File: config.mk
export PLATFORM = sky130hd
export DESIGN_NAME = lre_ctrl
export DESIGN_NICKNAME = d
export VERILOG_FILES = /design/src/hw/rtl/lre_pkg.sv /design/src/hw/rtl/lre_ctrl.sv
export SDC_FILE = /design/constraint.sdc
export NUM_CORES = 1
export LEC_CHECK = 0
export ABC_CLOCK_PERIOD_IN_PS = 1700
export BUFFER_PORTS_ARGS = -buffer_cell sky130_fd_sc_hd__buf_4
export CAP_MARGIN = 20
export CORE_AREA = 5 5 42 44
export CTS_CLUSTER_DIAMETER = 120
export DETAILED_ROUTE_END_ITERATION = 10
export DIE_AREA = 0 0 47 49
export HOLD_SLACK_MARGIN = 0.08
export MAX_ROUTING_LAYER = met4
export PLACE_DENSITY_LB_ADDON = 0.12
export SLEW_MARGIN = 20
export SYNTH_ARGS = -nofsm -noshare
export SYNTH_HDL_FRONTEND = slang
export SYNTH_SLANG_ARGS = --single-unit
export TNS_END_PERCENT = 1
File: constraint.sdc
create_clock -name i_clk -period 1.7 [get_ports i_clk]
set_input_delay 0.085 -clock i_clk [delete_from_list [all_inputs] [get_ports i_clk]]
set_output_delay 0.085 -clock i_clk [all_outputs]
set_load 0.05 [all_outputs]
File: src/hw/rtl/lre_pkg.sv
// ----------------------------------------------------------------------------
// lre_pkg
// Shared types and constants for the Legendre recurrence evaluator.
// ----------------------------------------------------------------------------
package lre_pkg;

    localparam int unsigned X_W    = 32;   // Q2.30 point and values
    localparam int unsigned DEG_W  = 5;    // degree / step index
    localparam int unsigned BASE_W = 12;
    localparam int unsigned SLOT_W = 13;
    localparam int unsigned XP_W   = 35;   // rounded x*P product, signed
    localparam int unsigned NUM_W  = 42;   // recurrence numerator, signed
    localparam int unsigned HI_W   = NUM_W - 32;
    localparam int unsigned Q_W    = 44;   // unsigned quotient before saturation

    localparam logic signed [X_W-1:0] ONE_Q30     = 32'sh4000_0000;
    localparam logic signed [X_W-1:0] NEG_ONE_Q30 = -32'sh4000_0000;
    localparam logic [X_W-1:0]        SAT_POS     = 32'h7FFF_FFFF;
    localparam logic [X_W-1:0]        SAT_NEG     = 32'h8000_0000;

    // Datapath operations issued by the controller.
    typedef enum logic [3:0] {
        OP_NONE,
        OP_LOAD,   // latch point, degree, base
        OP_ERR,    // emit range error result
        OP_P0,     // emit P_0 = 1.0
        OP_P1,     // emit P_1 = x
        OP_MUL,    // |x| * |P_{k-1}|
        OP_NUM,    // round, build numerator
        OP_RMUL,   // low word times reciprocal
        OP_FIN     // finish quotient, emit P_k
    } t_op;

    typedef struct packed {
        t_op op;
    } t_dp_cmd;

    typedef struct packed {
        logic out_of_range;
        logic at_last;
    } t_dp_status;

    function automatic logic [X_W-1:0] mag32(input logic signed [X_W-1:0] a);
        return a[X_W-1] ? X_W'(-a) : a;
    endfunction

endpackage

File: src/hw/rtl/lre_ctrl.sv
// ----------------------------------------------------------------------------
// lre_ctrl
// Sequencer: steps the datapath through load, range check, seed values and
// the recurrence step (multiply, numerator, reciprocal multiply, finish) for each degree k >= 2.
// ----------------------------------------------------------------------------
module lre_ctrl
    import lre_pkg::*;
(
    input  logic       i_clk,
    input  logic       i_rst_n,
    input  logic       start,
    output logic       busy,
    input  t_dp_status i_status,
    output t_dp_cmd    o_cmd
);

    typedef enum logic [2:0] {
        S_IDLE,
        S_CHK,
        S_P1,
        S_MUL,
        S_NUM,
        S_RMUL,
        S_FIN
    } t_state;

    t_state r_state, n_state;

    always_comb begin
        o_cmd.op = OP_NONE;
        n_state  = r_state;
        unique case (r_state)
            S_IDLE: begin
                if (start) begin
                    o_cmd.op = OP_LOAD;
                    n_state  = S_CHK;
                end
            end
            S_CHK: begin
                if (i_status.out_of_range) begin
                    o_cmd.op = OP_ERR;
                    n_state  = S_IDLE;
                end else begin
                    o_cmd.op = OP_P0;
                    n_state  = i_status.at_last ? S_IDLE : S_P1;
                end
            end
            S_P1: begin
                o_cmd.op = OP_P1;
                n_state  = i_status.at_last ? S_IDLE : S_MUL;
            end
            S_MUL: begin
                o_cmd.op = OP_MUL;
                n_state  = S_NUM;
            end
            S_NUM: begin
                o_cmd.op = OP_NUM;
                n_state  = S_RMUL;
            end
            S_RMUL: begin
                o_cmd.op = OP_RMUL;
                n_state  = S_FIN;
            end
            S_FIN: begin
                o_cmd.op = OP_FIN;
                n_state  = i_status.at_last ? S_IDLE : S_MUL;
            end
            default: begin
                n_state = S_IDLE;
            end
        endcase
    end

    always_ff @(posedge i_clk) begin
        if (!i_rst_n) begin
            r_state <= S_IDLE;
        end else begin
            r_state <= n_state;
        end
    end

    assign busy = (r_state != S_IDLE);

endmodule

# Word level (Yosys, flattened, before mapping)
# Cells that the tools add are included.
dict set report totals {
  ram_bits 0
  wordCells 19
  romBits 0
  mem_count 0
  latchBits 0
  output_inout_bits 5
  reg_bits 3
  inputBits 5
}
dict set report classes {
  n_shift 0
  muxes 8
  add_sub_neg 0
  n_eq_ne 7
  n_lt_le_gt_ge 0
  mul 0
  bitwise 0
  n_reduce_logical 3
  n_div 0
}
# operator n
set op_table {}
lappend op_table {{$pmux W4 S7} 1}
lappend op_table {{$pmux W3 S6} 1}
lappend op_table {{$eq A3 B3 Y1 const B} 3}
lappend op_table {{$eq A3 B2 Y1 const B} 2}
lappend op_table {{$mux W2} 3}
lappend op_table {{$eq A3 B1 Y1 const B} 1}
lappend op_table {{$logic_not A3 Y1} 1}
lappend op_table {{$mux W3} 1}
lappend op_table {{$reduce_bool A3 Y1} 1}
lappend op_table {{$mux W1} 2}
lappend op_table {{$ne A2 B2 Y1 const B} 1}
lappend op_table {{$reduce_or A2 Y1} 1}

# Depth between registers and ports, before layout
dict set report depth {
  word_depth 3
  mapped_depth 4
  ltp_nobuf 3
}

# Worst setup path after synthesis
# Ideal clock, no wire load.
dict set report synth_timing {
  kind {register to output}
  start {register r_state[0]}
  end {output o_cmd[0] in the netlist's numbering}
  arrival_ns 1.376
  path_buffers 0
  required_ns 1.615
  stages_incl_launch_ff 4
  slack_ns 0.239
  path_cell_list {dfxtp_1 > and2_2 > a21oi_1 > o22ai_1}
}
# element line_no
set synth_lines {}
lappend synth_lines {{start, declared} lre_ctrl.sv:27} ;# t_state r_state, n_state;
lappend synth_lines {{start signal, assigned} lre_ctrl.sv:78} ;# r_state <= n_state;
lappend synth_lines {{end, declared} lre_ctrl.sv:14} ;# output t_dp_cmd o_cmd

==> impl_metrics.env <==
export IMPL_status="complete, no violations"
export IMPL_power_total_mw=0.2648
export IMPL_wl_um=545
export IMPL_wire_per_inst_um=9.561
export IMPL_drtPass1Iterations=1
export IMPL_ys_ff_latch=3
export IMPL_cp_arrival_ps=1330
export IMPL_irDropWorstVdd_uv=449.8
export IMPL_cap_violations=0
export IMPL_cpPeakStageDelay_ps=480
export IMPL_slowest_stage="dfxtp_1"
export IMPL_drcViolationCount=0
export IMPL_grt_pass1_wl_um=917
export IMPL_ys_seq_area_frac=0.2609
export IMPL_clock_path_buffers=2
export IMPL_worst_path_max_fanout=10
export IMPL_cp_start_kind="flip-flop"
export IMPL_numCtsBuffers=3
export IMPL_synth_edf_count=0
export IMPL_yosysWarnings=0
export IMPL_regMostFlops="r_state"
export IMPL_fin_crit_sh=0.8305
export IMPL_max_freq_mhz=708.3
export IMPL_port_buffers=9
export IMPL_combPwrFrac=0.232
export IMPL_p_int_mw=0.1853
export IMPL_antenna_found_initial=0
export IMPL_power_frac_seq=0.292
export IMPL_drtIter0Drc=0
export IMPL_die_width_um=47
export IMPL_grt_max_degree=12
export IMPL_hold_viol=0
export IMPL_fin_crit_ps=1412
export IMPL_ant_nets=0
export IMPL_vias=241
export IMPL_p_per_area_mw_per_mm2=789.7
export IMPL_cp_top_family="flip-flops"
export IMPL_grt_pass1_vias=224
export IMPL_rsz0062_at_grt="false"
export IMPL_grt_ovfl_total=0
export IMPL_placed_cells=52
export IMPL_async_reset_ff_frac=0
export IMPL_skew_ps=3.328
export IMPL_synth_area_leaders="dfxtp_1 26%, nor4_2 5.4%, buf_6 4.9%"
export IMPL_post_cts_setup_buffers=0
export IMPL_switching_power_mw=0.07952
export IMPL_synth_flop_cell="dfxtp_1"
export IMPL_yosysUniqueCellTypes=22
export IMPL_track_usage=0.05700
export IMPL_synth_nets=34
export IMPL_slew_headroom=0.7631
export IMPL_die_area_mm2=0.002303
export IMPL_final_nets=47
export IMPL_syn_area_um2=230.2
export IMPL_gp_congestion=0.7167
export IMPL_hold_path_class="in2reg"
export IMPL_drive_gt1_frac=0.4146
export IMPL_cts_root_buf="clkbuf_4"
export IMPL_ios=10
export IMPL_path_cells="and2_2 -> a21oi_1 -> o22ai_1 -> buf_4"
export IMPL_synth_top_area_share=0.2609
export IMPL_reg_top3="r_state x3"
export IMPL_avgSynthCellArea_um2=7.939
export IMPL_diodes=0
export IMPL_core_area_mm2=0.001401
export IMPL_maxSlewViolCount=0
export IMPL_wl_met1_um=250
export IMPL_tightest_slew_ps=354.8
export IMPL_insertion_delay_ps=240
export IMPL_required_ps=1620
export IMPL_wl_met2_um=257
export IMPL_netSwitchingFraction=0.3003
export IMPL_dieHeight_um=49
export IMPL_htree_levels=1
export IMPL_critPathBufInv=1
export IMPL_whs_ps=134.5
export IMPL_netlist_instances=29
export IMPL_rows=14
export IMPL_top_layer_used="met3"
export IMPL_critPathCaptureType="primary output"
export IMPL_largest_reg_flops=3
export IMPL_cts_tree="done"
export IMPL_clock_sinks=3
export IMPL_path_clk_slew_ps=30
export IMPL_vias_per_cell=4.228
export IMPL_initial_utilization=0.1643
export IMPL_crit_type="reg2out"
export IMPL_synth_commonest_cells="3 x dfxtp_1, 3 x nor2_1, 2 x a21oi_1, 2 x inv_1, 2 x nand2_1"
export IMPL_area_growth_pct=45.65
export IMPL_power_leakage_nw=0.1451
export IMPL_pwr_share_clk=0.476
export IMPL_fin_setup_tns_ps=0
export IMPL_wl_met3_um=37
export IMPL_yosys_area_top_type="dfxtp_1"
export IMPL_final_cells=57
export IMPL_setup_viol=0
==> kinds of logic after synthesis <==
family          Yosys count  share of synthesized area
simple gates             15                     0.4131
compound gates            6                     0.1740
flops                     3                     0.2609
xor+xnor                  1                    0.03805
buf+inv                   4                     0.1142
==> worst reg2reg max path, delay by kind of cell (launching register included) <==
kind / cells / cell delay (ps)
DFF: 1 / 520
buffers and inverters: 1 / 140
and+or+nand+nor: 1 / 240
AOI/OAI and AO/OA: 1 / 130
==> worst paths after layout <==
path	start	to	slack, ps	cells past startpoint
worst min register to register	r_state[2]$_SDFFE_PN0P_	r_state[2]$_SDFFE_PN0P_	580	2
worst min-delay path	i_rst_n	r_state[2]$_SDFFE_PN0P_	130	3
worst max register to register	r_state[1]$_SDFFE_PN0P_	r_state[2]$_SDFFE_PN0P_	590	3
worst max-delay path	r_state[2]$_SDFFE_PN0P_	o_cmd[0]	290	4
==> cells in the final DEF, fill, tap and decap left out, drive strengths merged <==
master,n
buf,9
nor2,4
clkbuf,4
dfxtp,3
a21oi,2
nand2,2
inv,2
or3,1
xor2,1
and2,1
nand2b,1
nor2b,1
o22ai,1
and3,1
o21bai,1
nor3b,1
a31oi,1
nor4,1
nor3,1
a2111oi,1
or2,1
dlygate4sd3,1
==> layer usage <==
| metal | global-route usage | up-vias |
|---|---|---|
| met5 | - | - |
| met4 | 0.02765 | 0 |
| met3 | 0.03321 | 0 |
| met2 | 0.07240 | 7 |
| met1 | 0.07018 | 111 |
| li1 | - | 123 |
==> per-stage QoR <==
stage,util,worst slack (ps),area (um^2)
floorplan,-,238.5,230.2
global placement,0.2134,529.6,299.0
detailed placement,0.2134,548.3,299.0
CTS,0.2393,296.9,335.3
global route,0.2393,231.5,335.3
finish,0.2393,288.2,335.3
==> power by group through the flow <==
stage                     Combinational (mW)  Sequential, mW  Clock [mW]
after global placement                0.0605          0.0787           0
after global routing                  0.0652          0.0778       0.137
after floorplan                       0.0409          0.0765           0
after detailed placement              0.0601          0.0784           0
final                                 0.0614          0.0773       0.126
after CTS                             0.0620          0.0773       0.131
==> layout make-up <==
cell class,instances,area (um^2)
Fill cell,163,1066
Multi-Input combinational cell,22,143.9
Timing Repair Buffer,10,77.57
Sequential cell,3,60.06
Clock buffer,4,26.28
Tap cell,16,20.02
Inverter,2,7.507
==> what timing repair did <==
action | in CTS | in global routing
gates resized for setup | 0 | 0
hold endpoints to repair | 1 | 0
hold buffers | 1 | 0
endpoints found under the setup margin | 0 | 0
(Power assumes the default switching activity.)
